<file path="config.mk">
export PLATFORM = sky130hd
export DESIGN_NAME = cpcs_ctrl
export DESIGN_NICKNAME = d
export VERILOG_FILES = /design/src/rtl/core/cpcs_pkg.sv /design/src/rtl/core/cpcs_ctrl.sv
export SDC_FILE = /design/constraint.sdc
export NUM_CORES = 1
export LEC_CHECK = 0
export ABC_AREA = 0
export ABC_CLOCK_PERIOD_IN_PS = 2150
export BUFFER_PORTS_ARGS = -buffer_cell sky130_fd_sc_hd__buf_2
export CORE_ASPECT_RATIO = 1.4
export CORE_UTILIZATION = 25
export CTS_BUF_LIST = sky130_fd_sc_hd__clkbuf_16
export CTS_CLUSTER_DIAMETER = 100
export DETAILED_ROUTE_END_ITERATION = 10
export GPL_TIMING_DRIVEN = 0
export SLEW_MARGIN = 10
export SYNTH_ARGS = -nofsm -noshare
export SYNTH_HDL_FRONTEND = slang
export SYNTH_SLANG_ARGS = --single-unit
</file>
<file path="constraint.sdc">
create_clock -name clock -period 2.15 [get_ports clock]
set_input_delay 0.5375 -clock clock [delete_from_list [all_inputs] [get_ports clock]]
set_output_delay 0.5375 -clock clock [all_outputs]
set_load 0.05 [all_outputs]
</file>
<file path="src/rtl/core/cpcs_pkg.sv">
// ----------------------------------------------------------------------------
// cpcs_pkg
// Shared constants and types of the circle pair collision sweep core.
// ----------------------------------------------------------------------------
package cpcs_pkg;

   localparam int MAX_BODIES = 16;
   localparam int IDX_W      = $clog2(MAX_BODIES);
   localparam int CNT_W      = IDX_W + 1;
   localparam int RESULT_CAP = MAX_BODIES - 1;
   localparam int SQRT_STEPS = 31;
   localparam int DIV_STEPS  = 15;
   localparam int ITER_W     = 5;

   // commands from controller to datapath
   typedef struct packed {
      logic accept;
      logic rd;
      logic load;
      logic sq;
      logic sum;
      logic zero;
      logic sqrt_init;
      logic sqrt_step;
      logic div_init;
      logic div_step;
      logic mul;
      logic fin;
      logic commit;
      logic flush;
      logic store;
   } cmd_type;

   // status from datapath to controller
   typedef struct packed {
      logic [CNT_W-1:0] count;
      logic             skip;
      logic             hit;
      logic             zero;
      logic             out_free;
      logic             held_v;
   } status_type;

   typedef struct packed {
      logic [31:0]        first_entity;
      logic [31:0]        second_entity;
      logic signed [15:0] normal_x;
      logic signed [15:0] normal_y;
      logic [22:0]        depth;
      logic signed [23:0] contact_x;
      logic signed [23:0] contact_y;
   } result_type;

endpackage

</file>
<file path="src/rtl/core/cpcs_ctrl.sv">
// ----------------------------------------------------------------------------
// cpcs_ctrl
// Sequencer: walks the stored bodies and steps the datapath per pair.
// ----------------------------------------------------------------------------
module cpcs_ctrl (
   input  logic                  clock,
   input  logic                  reset,
   input  logic                  req_valid,
   output logic                  req_stall,
   input  cpcs_pkg::status_type  st,
   output cpcs_pkg::cmd_type     cmd,
   output logic [cpcs_pkg::IDX_W-1:0] rd_idx
);
   import cpcs_pkg::*;

   typedef enum logic [14:0] {
      S_IDLE   = 15'b000000000000001,
      S_NEXT   = 15'b000000000000010,
      S_READ   = 15'b000000000000100,
      S_LOAD   = 15'b000000000001000,
      S_SQ     = 15'b000000000010000,
      S_SUM    = 15'b000000000100000,
      S_TEST   = 15'b000000001000000,
      S_SQRT   = 15'b000000010000000,
      S_DIVI   = 15'b000000100000000,
      S_DIV    = 15'b000001000000000,
      S_MUL    = 15'b000010000000000,
      S_FIN    = 15'b000100000000000,
      S_COMMIT = 15'b001000000000000,
      S_FLUSH  = 15'b010000000000000,
      S_STORE  = 15'b100000000000000
   } state_type;

   state_type         state_ff, state_in;
   logic [CNT_W-1:0]  idx_ff, idx_in;
   logic [CNT_W-1:0]  rc_ff, rc_in;
   logic [ITER_W-1:0] iter_ff, iter_in;

   assign req_stall = (state_ff != S_IDLE);
   assign rd_idx    = idx_ff[IDX_W-1:0];

   // next state and commands
   always_comb begin
      state_in = state_ff;
      idx_in   = idx_ff;
      rc_in    = rc_ff;
      iter_in  = iter_ff;
      cmd      = '0;
      unique case (state_ff)
         S_IDLE: begin
            if (req_valid) begin
               cmd.accept = 1'b1;
               idx_in     = '0;
               rc_in      = '0;
               state_in   = S_NEXT;
            end
         end
         S_NEXT: begin
            if (idx_ff < st.count && rc_ff < CNT_W'(RESULT_CAP)) state_in = S_READ;
            else state_in = S_FLUSH;
         end
         S_READ: begin
            cmd.rd   = 1'b1;
            state_in = S_LOAD;
         end
         S_LOAD: begin
            cmd.load = 1'b1;
            if (st.skip) begin
               idx_in   = idx_ff + 1'b1;
               state_in = S_NEXT;
            end else begin
               state_in = S_SQ;
            end
         end
         S_SQ: begin
            cmd.sq   = 1'b1;
            state_in = S_SUM;
         end
         S_SUM: begin
            cmd.sum  = 1'b1;
            state_in = S_TEST;
         end
         S_TEST: begin
            priority if (!st.hit) begin
               idx_in   = idx_ff + 1'b1;
               state_in = S_NEXT;
            end else if (st.zero) begin
               cmd.zero = 1'b1;
               state_in = S_MUL;
            end else begin
               cmd.sqrt_init = 1'b1;
               iter_in       = '0;
               state_in      = S_SQRT;
            end
         end
         S_SQRT: begin
            cmd.sqrt_step = 1'b1;
            iter_in       = iter_ff + 1'b1;
            if (iter_ff == ITER_W'(SQRT_STEPS - 1)) state_in = S_DIVI;
         end
         S_DIVI: begin
            cmd.div_init = 1'b1;
            iter_in      = '0;
            state_in     = S_DIV;
         end
         S_DIV: begin
            cmd.div_step = 1'b1;
            iter_in      = iter_ff + 1'b1;
            if (iter_ff == ITER_W'(DIV_STEPS - 1)) state_in = S_MUL;
         end
         S_MUL: begin
            cmd.mul  = 1'b1;
            state_in = S_FIN;
         end
         S_FIN: begin
            cmd.fin  = 1'b1;
            state_in = S_COMMIT;
         end
         S_COMMIT: begin
            if (!st.held_v || st.out_free) begin
               cmd.commit = 1'b1;
               rc_in      = rc_ff + 1'b1;
               idx_in     = idx_ff + 1'b1;
               state_in   = S_NEXT;
            end
         end
         S_FLUSH: begin
            if (!st.held_v) begin
               state_in = S_STORE;
            end else if (st.out_free) begin
               cmd.flush = 1'b1;
               state_in  = S_STORE;
            end
         end
         S_STORE: begin
            cmd.store = 1'b1;
            state_in  = S_IDLE;
         end
         default: state_in = S_IDLE;
      endcase
   end

   always_ff @(posedge clock) begin
      if (reset) begin
         state_ff <= S_IDLE;
         idx_ff   <= '0;
         rc_ff    <= '0;
         iter_ff  <= '0;
      end else begin
         state_ff <= state_in;
         idx_ff   <= idx_in;
         rc_ff    <= rc_in;
         iter_ff  <= iter_in;
      end
   end

endmodule

</file>
# Word level (Yosys, flattened, before mapping)
# Index checks and enable logic that the tools add are counted.
[word_totals]
output_inout_bits = 20
mem_count = 0
input_bits = 13
ramBits = 0
mem_bits_ro = 0
latchBits = 0
register_bits = 30
[op_classes]
multipliers = 0
div_mod_pow = 0
n_eq_ne = 27
magnitude_cmp = 2
addsub = 3
n_bitwise = 0
n_reduce_logical = 11
n_mux = 42
shifts = 0
[ops]
columns = ["cell", "count"]
rows = [
  ["one-hot mux 15 bit (14 select lines)", 1],
  ["2-to-1 mux 15 bit", 7],
  ["2-to-1 mux 5 bit", 8],
  ["one-hot mux 5 bit (4 select lines)", 1],
  ["2-to-1 mux 1 bit", 19],
  ["!= test 2 bit, second input constant", 8],
  ["adder 5 x 1 -> 5 bit, second input constant", 3],
  ["equality test 15 x 1 -> 1 bit, second input constant", 1],
  ["equality test 15 x 10 -> 1 bit, second input constant", 1],
  ["equality test 15 x 11 -> 1 bit, second input constant", 1],
  ["equality test 15 x 12 -> 1 bit, second input constant", 1],
  ["equality test 15 x 13 -> 1 bit, second input constant", 1],
  ["equality test 15 x 14 -> 1 bit, second input constant", 1],
  ["equality test 15 bit, second input constant", 1],
  ["equality test 15 x 2 -> 1 bit, second input constant", 1],
  ["equality test 15 x 3 -> 1 bit, second input constant", 1],
  ["equality test 15 x 4 -> 1 bit, second input constant", 1],
  ["equality test 15 x 5 -> 1 bit, second input constant", 1],
  ["equality test 15 x 6 -> 1 bit, second input constant", 1],
  ["equality test 15 x 7 -> 1 bit, second input constant", 1],
  ["equality test 15 x 8 -> 1 bit, second input constant", 1],
  ["equality test 15 x 9 -> 1 bit, second input constant", 1],
  ["!= test 15 x 1 -> 1 bit, second input constant", 1],
  ["one-hot mux 5 bit (3 select lines)", 1],
  ["18 further kinds", 21],
]

# Longest topological paths before layout
# Gate-level depths: netlist (run 1).
[depth]
depth_word = 4
ltp_mapped = 9
mapped_depth_nobuf = 7

# Least setup slack after synthesis (run 1)
# OpenSTA, ideal clock, no wires.
[synth_path]
path_type = "flip-flop to output port"
start = "register state_ff[4]"
end = "output cmd[3] (netlist name)"
n_path_buf = 1
path_slack_ns = -1.207
required_time_ns = 1.612
t_arrival_ns = 2.820
stages_incl_launch_ff = 5
path_cell_list = "dfxtp_1 -> buf_6 -> nor4_1 -> nand3_1 -> nor4b_1"
[synth_lines]
columns = ["item", "line_no", "text"]
rows = [
  ["from (decl)", "cpcs_ctrl.sv:34", "state_type state_ff, state_in;"],
  ["from (signal assigned)", "cpcs_ctrl.sv:150", "state_ff <= state_in;"],
  ["to (decl)", "cpcs_ctrl.sv:11", "output cpcs_pkg::cmd_type cmd,"],
]

==> results of run 1 <==
-- synth_stat cells (3+ instances only) --
master    count  share of area, %
nand4_1       3              0.93
nand3_1      10               2.5
o211a_1       3               1.5
ha_1          8               5.0
nand2_1      11               2.1
nor2b_1       3              0.93
inv_1         9               1.7
and3_1        3              0.93
o21ai_0       4               1.0
nor3_1        7               1.7
nand2b_1     12               3.7
nor4_4        3               3.2
a211oi_1      3               1.1
nor4b_1       6               2.6
xnor2_1       3               1.3
nor4_1       13               4.0
or4b_2        5               2.5
a21oi_1      22               5.5
or2_2         4               1.2
nor2_1       31               5.8
or4_4         3               1.7
clkbuf_1      3              0.56
o21ai_1       5               1.2
nor3b_1       3               1.1
buf_4         4               1.5
dfxtp_1      30                30
or4_1         4               1.5
buf_2         3              0.75
-- cell usage in the layout (no fill, tap or decap), types with 8 or more instances in the layout --
master and count:
nor4_4 9, nand2b_1 12, dfxtp_2 11, dfxtp_1 17, buf_2 16, nor2_1 22, ha_1 8, nand3_1 8
buf_6 21, buf_4 37, a21oi_1 15, nand2_1 9
-- worst max-delay path, delay by kind of cell (launching register included) --
kind | cells | cell delay (ns)
flops | 1 | 0.36
simple gates | 3 | 1.19
buf+inv | 2 | 0.30
-- timing repair --
| action | CTS | global route |
|---|---|---|
| setup endpoints to repair | 40 | 44 |
| gates resized for setup | 70 | 51 |
| pin swaps | 22 | 31 |
| buffers inserted | 28 | 15 |
-- worst min-delay path by stage --
stage                                      from                    end  slack [ns]  cells past startpoint
after CTS                 rc_ff[0]$_SDFFE_PP0P_  rc_ff[0]$_SDFFE_PP0P_        0.52                      2
after global routing      rc_ff[0]$_SDFFE_PP0P_  rc_ff[0]$_SDFFE_PP0P_        0.55                      2
final                     rc_ff[0]$_SDFFE_PP0P_  rc_ff[0]$_SDFFE_PP0P_        0.51                      2
after global placement    rc_ff[0]$_SDFFE_PP0P_  rc_ff[0]$_SDFFE_PP0P_        0.49                      2
after detailed placement  rc_ff[0]$_SDFFE_PP0P_  rc_ff[0]$_SDFFE_PP0P_        0.50                      2
after floorplan           rc_ff[0]$_SDFFE_PP0P_  rc_ff[0]$_SDFFE_PP0P_        0.47                      2
-- layout make-up --
cell class	instances	area (µm²)
plain buffers	10	82.6
clock buffers	5	125
clock inverters	3	15.0
fillers	704	4360
inverters	9	36.3
multi-input cells	193	1740
flip-flops and latches	30	622
well taps	100	125
repair buffers	74	644
-- cells by family (layout without fill, tap and decap cells) --
kind of cell	count (synthesis)	in the layout	synth area share (%)
buffers and inverters	21	101	5.60
DFF	30	30	29.9
xor gates and xnor gates	5	5	2.18
adders and majority gates	8	8	4.98
AOI/OAI and AO/OA	48	48	16.2
and+or+nand+nor	132	132	41.2
-- power breakdown --
group	switching, µW	internal, µW
clock	258	422
combinational	276	225
sequential	17.2	567
total	551	1210
-- metrics by stage --
| stage | hold WS (ns) | power, µW | utilization [%] | instance area [µm²] |
|---|---|---|---|---|
| 6_report | 0.513 | 1770 | 43.8 | 3390 |
| 5_1_grt | 0.551 | 1830 | 43.8 | 3390 |
| 4_1_cts | 0.516 | 1710 | 40.2 | 3120 |
| 3_5_place_dp | 0.503 | 914 | 32.0 | 2480 |
| 3_3_place_gp | 0.493 | 910 | 32.0 | 2480 |
| 2_1_floorplan | 0.470 | 836 | - | 2190 |
-- layer usage --
| metal | vias up | track usage [%] | share of wire, % |
|---|---|---|---|
| met2 | 86 | 28.8 | 53 |
| met5 | - | 0 | 0 |
| met1 | 1064 | 16.0 | 37 |
| met3 | 34 | 3.80 | 4.8 |
| met4 | 0 | 10.8 | 5.7 |
| li1 | 1065 | - | - |
-- sequential cells by signal (all words and copies together), names as in the netlist --
| register | flops |
|---|---|
| state_ff | 15 |
| idx_ff | 5 |
| iter_ff | 5 |
| rc_ff | 5 |
==> flow_metrics.py, run 1 <==
metrics = {
    "flow_run": {
        "maxCapViolCount": 0,
    },
    "yosys": {
        "synth_top_flop_cell": "dfxtp_1",
        "yosysWarningCount": 0,
        "synth_area_per_cell_um2": 8.24,
        "synthDistinctLibCells": 49,
        "async_flop_share_pct": 0,
        "synthCells": 244,
        "synth-seq-cells": 30,
        "syn-cell-area_um2": 2010,
        "syn_nets": 265,
        "synth_edf_count": 0,
        "seq_area_frac_synth_pct": 29.9,
    },
    "sta": {
        "worst_pin_slew_ns": 0.691,
        "setup-tns-final_ns": -9.13,
        "period_share_pct": 124,
        "slew_violations": 0,
        "timing.final.ws_setup_ns": -0.514,
        "setup_violations": 37,
        "timing.fmax_mhz": 375,
        "slew_headroom_pct": 53.6,
        "hold_viol_final": 0,
        "period_needed_ns": 2.66,
        "fin_worst_skew_ns": 0.00809,
        "rsz0062_at_grt": "yes",
    },
    "clock_tree": {
        "clock-sinks": 30,
        "cts_tree": "yes",
        "clk_pin_slew_worst_paths_ns": 0.05,
        "clock_path_buffers": 2,
        "clock_latency_ns": 0.28,
        "cts_buffers": 5,
        "hold_buffers": 0,
        "htree_levels": 2,
        "cts_root_buffer": "clkbuf_16",
    },
    "routing": {
        "drt_iter0_drc": 100,
        "drc": 0,
        "wl_per_cell_um": 16.0,
        "routed_wl_um": 6780,
        "antenna_left": 0,
        "vias_per_cell": 5.30,
        "dr.pass1.iters": 4,
        "num_vias": 2249,
    },
    "worst_setup_path": {
        "crit_arrival_ns": 2.13,
        "cpPeakStageDelay_ns": 0.58,
        "cp-end-kind": "output port",
        "worst-setup-path-type": "reg2out",
        "r2r_slack_ns": -0.28,
        "crit_path_start_kind": "register",
        "cp_slowest_cell": "or4_4",
        "cp_data_required_time_ns": 1.61,
        "timing.rr.end": "state_ff[13]$_SDFFE_PP0P_",
        "cp_cell_sequence": "or4_4 -> buf_6 -> nor4_4 -> and3_4 -> buf_8",
        "reg2reg_from": "state_ff[3]$_SDFFE_PP0P_",
        "cp-startpoint": "state_ff[3]$_SDFFE_PP0P_",
        "cp_max_fo": 4,
        "r2r_cells": 8,
        "critPathCapture": "cmd[9]",
    },
    "floorplanning": {
        "row_count": 38,
        "die-area_um2": 8410,
        "die_w_um": 77.8,
        "core_um2": 7750,
        "start_util_pct": 25.9,
        "die_y_um": 108,
        "pin_count": 33,
    },
    "place": {
        "hpwl_um": 4240,
        "placed_cells": 376,
        "port-buffer-count": 32,
        "finalWeightedCongestion": 0.884,
        "pre_cts_ws_ns": -0.624,
    },
    "status": {
        "failed_checks": "setup timing",
        "outcome": "complete, but fails checks",
    },
    "final_layout": {
        "fin_nets": 344,
        "stdcell_count": 424,
        "area_growth_pct": 68.7,
        "drive_above_1_share_pct": 54.0,
        "diodes": 0,
    },
    "grt": {
        "grt_usage_pct": 15.9,
        "grt_max_degree": 11,
        "grt_pass1_wl_um": 10300,
        "grt_pass1_vias": 2216,
        "grt_remaining_overflow": 0,
        "antenna_found_initial": 0,
    },
    "hold_path": {
        "timing.hold.worst.class": "reg2reg",
    },
    "pwr": {
        "irDropWorstVdd_uv": 310,
        "p_leak_uw": 0.00131,
        "power_density_nw_per_um2": 521,
    },
}
No activity file was read; power rests on OpenSTA's default activity.
==> inputs of run 2 (changes only) <==
- ABC_AREA: 0 -> 1
- ABC_CLOCK_PERIOD_IN_PS: 2150 -> not set
- CORE_ASPECT_RATIO: 1.4 -> 2
==> flow_metrics.py, run 2 <==
metrics = {
    "floorplanning": {
        "die_y_um": 133,
        "die_w_um": 67.5,
        "start_util_pct": 25.9,
        "die-area_um2": 8990,
        "row_count": 47,
        "pin_count": 33,
        "core_um2": 8290,
    },
    "final_layout": {
        "drive_above_1_share_pct": 34.7,
        "largest_reg_flops": 15,
        "layout_common_cells": "nand2_1 (58), inv_1 (46), nand3_1 (36), nor2_1 (30), buf_4 (26)",
        "stdcell_count": 481,
        "regMostFlops": "state_ff",
        "diodes": 0,
        "final_common_cell": "nand2_1",
        "area_growth_pct": 38.3,
        "fin_nets": 405,
    },
    "yosys": {
        "synthDistinctLibCells": 32,
        "synth_edf_count": 0,
        "yosysMostFrequentCell": "nand2_1",
        "synth-seq-cells": 30,
        "seq_area_frac_synth_pct": 28.0,
        "synthTopCellsByCount": "nand2_1 (61), inv_1 (52), nor2_1 (37)",
        "synth_top_flop_cell": "dfxtp_1",
        "synthTopCellsByArea": "dfxtp_1 (28%), nand2_1 (11%), inv_1 (9.1%)",
        "async_flop_share_pct": 0,
        "yosys.area.top_type": "dfxtp_1",
        "syn_nets": 344,
        "synth_area_per_cell_um2": 6.65,
        "syn-cell-area_um2": 2150,
        "synth_top_area_share_pct": 28.0,
        "synthCells": 323,
        "yosysWarningCount": 0,
    },
    "grt": {
        "grt_pass1_vias": 2193,
        "grt_max_degree": 11,
        "grt_usage_pct": 14.3,
        "antenna_found_initial": 0,
        "grt_remaining_overflow": 0,
        "grt_pass1_wl_um": 9540,
    },
    "pwr": {
        "p_sw_uw": 1610,
        "p_leak_uw": 0.00154,
        "power_density_nw_per_um2": 1170,
        "p_comb_share_pct": 61.1,
        "swShare_pct": 46.6,
        "p_total_uw": 3470,
        "irDropWorstVdd_uv": 433,
        "p_int_uw": 1850,
        "clkPwrFrac_pct": 18.9,
        "p_seq_share_pct": 20.0,
    },
    "sta": {
        "setup_violations": 0,
        "hold_viol_final": 0,
        "worst_pin_slew_ns": 0.556,
        "fin_worst_skew_ns": 0.00459,
        "slew_headroom_pct": 63.0,
        "period_needed_ns": 2.13,
        "period_share_pct": 99.0,
        "timing.fmax_mhz": 470,
        "rsz0062_at_grt": "yes",
        "slew_violations": 0,
    },
    "worst_setup_path": {
        "crit_path_start_kind": "register",
        "crit_arrival_ns": 1.59,
        "cp-end-kind": "output port",
        "cp_data_required_time_ns": 1.61,
        "worst-setup-path-type": "reg2out",
        "cp_max_fo": 4,
    },
    "routing": {
        "drc": 0,
        "num_vias": 2260,
        "wl_per_cell_um": 12.7,
        "antenna_left": 0,
        "dr.pass1.iters": 4,
        "routed_wl_um": 6090,
        "drt_iter0_drc": 56,
        "vias_per_cell": 4.70,
    },
    "status": {
        "outcome": "finished, final reports clean",
    },
    "clock_tree": {
        "clock_latency_ns": 0.28,
        "cts_root_buffer": "clkbuf_16",
        "htree_levels": 2,
        "clock_path_buffers": 2,
        "clk_pin_slew_worst_paths_ns": 0.05,
        "cts_buffers": 5,
        "clock-sinks": 30,
        "cts_tree": "yes",
    },
    "flow_run": {
        "maxCapViolCount": 0,
    },
    "hold_path": {
        "timing.hold.worst.class": "in2reg",
    },
    "place": {
        "port-buffer-count": 32,
        "hpwl_um": 4540,
        "finalWeightedCongestion": 0.876,
        "placed_cells": 453,
    },
}
[run 2: cell count changes after synthesis, moves of 8 or more]
cell | before | now
nor2_2 | 1 | 10
nand2_2 | 0 | 8
nand2_1 | 11 | 61
nor4_1 | 13 | 1
nand4_1 | 3 | 14
nand2b_1 | 12 | 0
inv_1 | 9 | 52
nand3_1 | 10 | 36
[run 2: per-layer routing]
metal	routed length, µm	global-route usage (%)
met1	2060	12.0
met2	3480	26.8
met3	194	3.02
met4	355	11.1
met5	0	0
[run 2: final timing paths]
| kind | startpoint | endpoint | slack (ns) | cells past startpoint |
|---|---|---|---|---|
| worst max register to register | state_ff[9]$_SDFFE_PP0P_ | idx_ff[0]$_SDFFE_PP0P_ | 0.34 | 12 |
| worst min register to register | idx_ff[4]$_SDFFE_PP0P_ | idx_ff[4]$_SDFFE_PP0P_ | 0.50 | 2 |
| worst min-delay path | reset | rc_ff[1]$_SDFFE_PP0P_ | 0.49 | 2 |
| worst max-delay path | state_ff[3]$_SDFFE_PP0P_ | cmd[3] | 0.02 | 8 |
[run 2: what timing repair did]
item                                    CTS  global route
pin swaps                                 8            18
hold endpoints to repair                  0             0
hold buffers                              0             0
endpoints found under the setup margin   13            14
gates resized for setup                  35            36
gates cloned                              0             1
buffers inserted                         12             9
[run 2: final cells by class]
class	count	area, µm²
Inverter	60	233
Timing Repair Buffer	54	443
Tap cell	98	123
Clock inverter	1	3.75
Clock buffer	5	125
Multi-Input combinational cell	225	1370
Buffer	8	56.3
Fill cell	880	5320
Sequential cell	30	614
[run 2: through the flow]
stage	area, µm²	hold WS (ns)	setup WS [ns]	utilization (%)	TNS, ns
final	2970	0.494	0.0219	35.8	0
after global routing	2970	0.505	-0.0539	35.8	-0.0631
after global placement	2440	0.483	0.0111	29.5	0
after floorplan	2160	0.465	0.0353	-	0
after CTS	2770	0.499	-0.00127	33.4	-0.00127
after detailed placement	2440	0.493	0.0134	29.5	0
[run 2: logic make-up (layout without fill, tap and decap cells)]
group,count (synthesis),in the layout,synth area share (%)
buf+inv,68,128,13.2
compound gates,23,23,5.89
fa+ha+maj,8,8,4.66
flops,30,30,28.0
xor+xnor,7,7,2.86
simple gates,187,187,45.4
[run 2: critical path: stages, from the launching register on]
cell,delay (ns)
dfxtp_2,0.34
nor2_4,0.14
nand2_4,0.10
inv_2,0.09
nand2_4,0.06
nor2_4,0.15
nand4_1,0.16
inv_2,0.12
buf_8,0.15
[run 2: power by group through the flow]
stage | registers, µW | clock network, µW | logic [µW]
after floorplan | 667 | 0 | 1360
after global placement | 677 | 0 | 1660
after detailed placement | 680 | 0 | 1690
after CTS | 678 | 669 | 1860
after global routing | 702 | 698 | 2280
final | 692 | 656 | 2120
==> inputs of run 3 (changes only) <==
- ABC_CLOCK_PERIOD_IN_PS: not set -> 2150
- MAX_ROUTING_LAYER: not set -> met4
==> flow_metrics.py, run 3 (synthesis results as in run 2) <==
metrics = {
    "pwr": {
        "irDropWorstVdd_uv": 431,
        "p_leak_uw": 0.00154,
        "power_density_nw_per_um2": 1170,
    },
    "grt": {
        "grt_remaining_overflow": 0,
        "grt_max_degree": 11,
        "grt_usage_pct": 14.7,
        "grt_pass1_vias": 2193,
        "grt_pass1_wl_um": 9540,
        "antenna_found_initial": 0,
    },
    "place": {
        "finalWeightedCongestion": 0.890,
        "placed_area_um2": 2440,
        "hpwl_um": 4540,
        "port-buffer-count": 32,
        "placed_cells": 453,
    },
    "clock_tree": {
        "cts_root_buffer": "clkbuf_16",
        "hold_buffers": 0,
        "clock_latency_ns": 0.28,
        "clk_pin_slew_worst_paths_ns": 0.05,
        "clock-sinks": 30,
        "htree_levels": 2,
        "clock_path_buffers": 2,
        "cts_buffers": 5,
        "cts_tree": "yes",
    },
    "worst_setup_path": {
        "r2r_cells": 12,
        "worst-setup-path-type": "reg2out",
        "crit_path_start_kind": "register",
        "timing.rr.end": "idx_ff[0]$_SDFFE_PP0P_",
        "cp_data_required_time_ns": 1.61,
        "cp-end-kind": "output port",
        "reg2reg_from": "state_ff[9]$_SDFFE_PP0P_",
        "cp_max_fo": 4,
        "crit_arrival_ns": 1.59,
        "r2r_slack_ns": 0.34,
    },
    "floorplanning": {
        "die_y_um": 133,
        "core_um2": 8290,
        "die_w_um": 67.5,
        "die-area_um2": 8990,
        "pin_count": 33,
        "row_count": 47,
        "start_util_pct": 25.9,
    },
    "sta": {
        "setup-tns-final_ns": 0,
        "fin_worst_skew_ns": 0.00322,
        "period_share_pct": 99.0,
        "hold_viol_final": 0,
        "timing.fmax_mhz": 470,
        "period_needed_ns": 2.13,
        "setup_violations": 0,
        "slew_violations": 0,
        "rsz0062_at_grt": "yes",
        "slew_headroom_pct": 63.1,
        "worst_pin_slew_ns": 0.553,
    },
    "routing": {
        "vias_per_cell": 4.68,
        "met1Wirelength_um": 2070,
        "drc": 0,
        "routed_wl_um": 6080,
        "wl_met2_um": 3490,
        "dr.pass1.iters": 4,
        "wl_per_cell_um": 12.6,
        "top_layer": "met4",
        "antenna_left": 0,
        "drt_iter0_drc": 65,
        "wl_met3_um": 177,
        "num_vias": 2249,
    },
    "final_layout": {
        "stdcell_count": 481,
        "diodes": 0,
        "layout_common_cells": "nand2_1 (58), inv_1 (46), nand3_1 (36), nor2_1 (30), buf_4 (26)",
        "design_area_um2": 2970,
        "fin_nets": 405,
        "regMostFlops": "state_ff",
        "largest_reg_flops": 15,
        "final_common_cell": "nand2_1",
        "fillers": 880,
        "drive_above_1_share_pct": 34.7,
        "area_growth_pct": 38.3,
    },
    "status": {
        "outcome": "finished, final reports clean",
    },
    "hold_path": {
        "hold_end": "rc_ff[4]$_SDFFE_PP0P_",
        "hp-start": "rc_ff[4]$_SDFFE_PP0P_",
        "timing.hold.worst.class": "reg2reg",
        "hold_depth": 2,
    },
    "flow_run": {
        "maxCapViolCount": 0,
    },
}
[run 3: layer usage]
layer | vias up | GRT usage [%]
li1 | 1140 | -
met1 | 1037 | 12.1
met2 | 49 | 26.8
met3 | 23 | 2.59
met4 | 0 | 11.1
met5 | - | -
[run 3: power breakdown]
group	switching (µW)	internal [µW]	leakage (µW)
Combinational	1300	819	0.00123
Sequential	71.4	621	0.000247
Clock	247	411	0.0000632
Total	1620	1850	0.00154
[run 3: worst max-delay path, stage by stage, from the launching register on]
cell and delay (ns):
dfxtp_2 0.34, nor2_4 0.14, nand2_4 0.10, inv_2 0.09
nand2_4 0.06, nor2_4 0.15, nand4_1 0.16, inv_2 0.12
buf_8 0.15
[run 3: final cells by class]
class,count,area (µm²),share of cell area (%)
Buffer,8,56.3,1.90
Multi-Input combinational cell,225,1370,46.2
Timing Repair Buffer,54,443,14.9
Sequential cell,30,614,20.7
Clock inverter,1,3.75,0.126
Tap cell,98,123,4.13
Inverter,60,233,7.83
Clock buffer,5,125,4.21
[run 3: repair_timing]
item / 4_1_cts / 5_1_grt
endpoints found under the setup margin: 13 / 14
buffers inserted: 12 / 9
cloned: 0 / 1
gates resized for setup: 35 / 36
pin swaps: 8 / 18
[run 3: through the flow]
stage	power, µW	hold WS (ns)	setup WS (ns)	utilization [%]
after CTS	3200	0.499	-0.00127	33.4
after global routing	3680	0.507	-0.0523	35.8
after global placement	2340	0.483	0.0111	29.5
after detailed placement	2370	0.493	0.0134	29.5
after floorplan	2030	0.465	0.0353	-
final	3470	0.497	0.0207	35.8
[run 3: worst max path at each step]
stage / endpoint / from / slack (ns) / cells after the start
6_report: cmd[3] / state_ff[3]$_SDFFE_PP0P_ / 0.02 / 8
5_1_grt: cmd[3] / state_ff[3]$_SDFFE_PP0P_ / -0.05 / 8
4_1_cts: cmd[8] / state_ff[9]$_SDFFE_PP0P_ / -0.001 / 8
3_5_place_dp: cmd[8] / state_ff[11]$_SDFFE_PP0P_ / 0.01 / 8
3_3_place_gp: cmd[8] / state_ff[10]$_SDFFE_PP0P_ / 0.01 / 8
2_1_floorplan: cmd[2] / state_ff[6]$_SDFFE_PP0P_ / 0.04 / 5
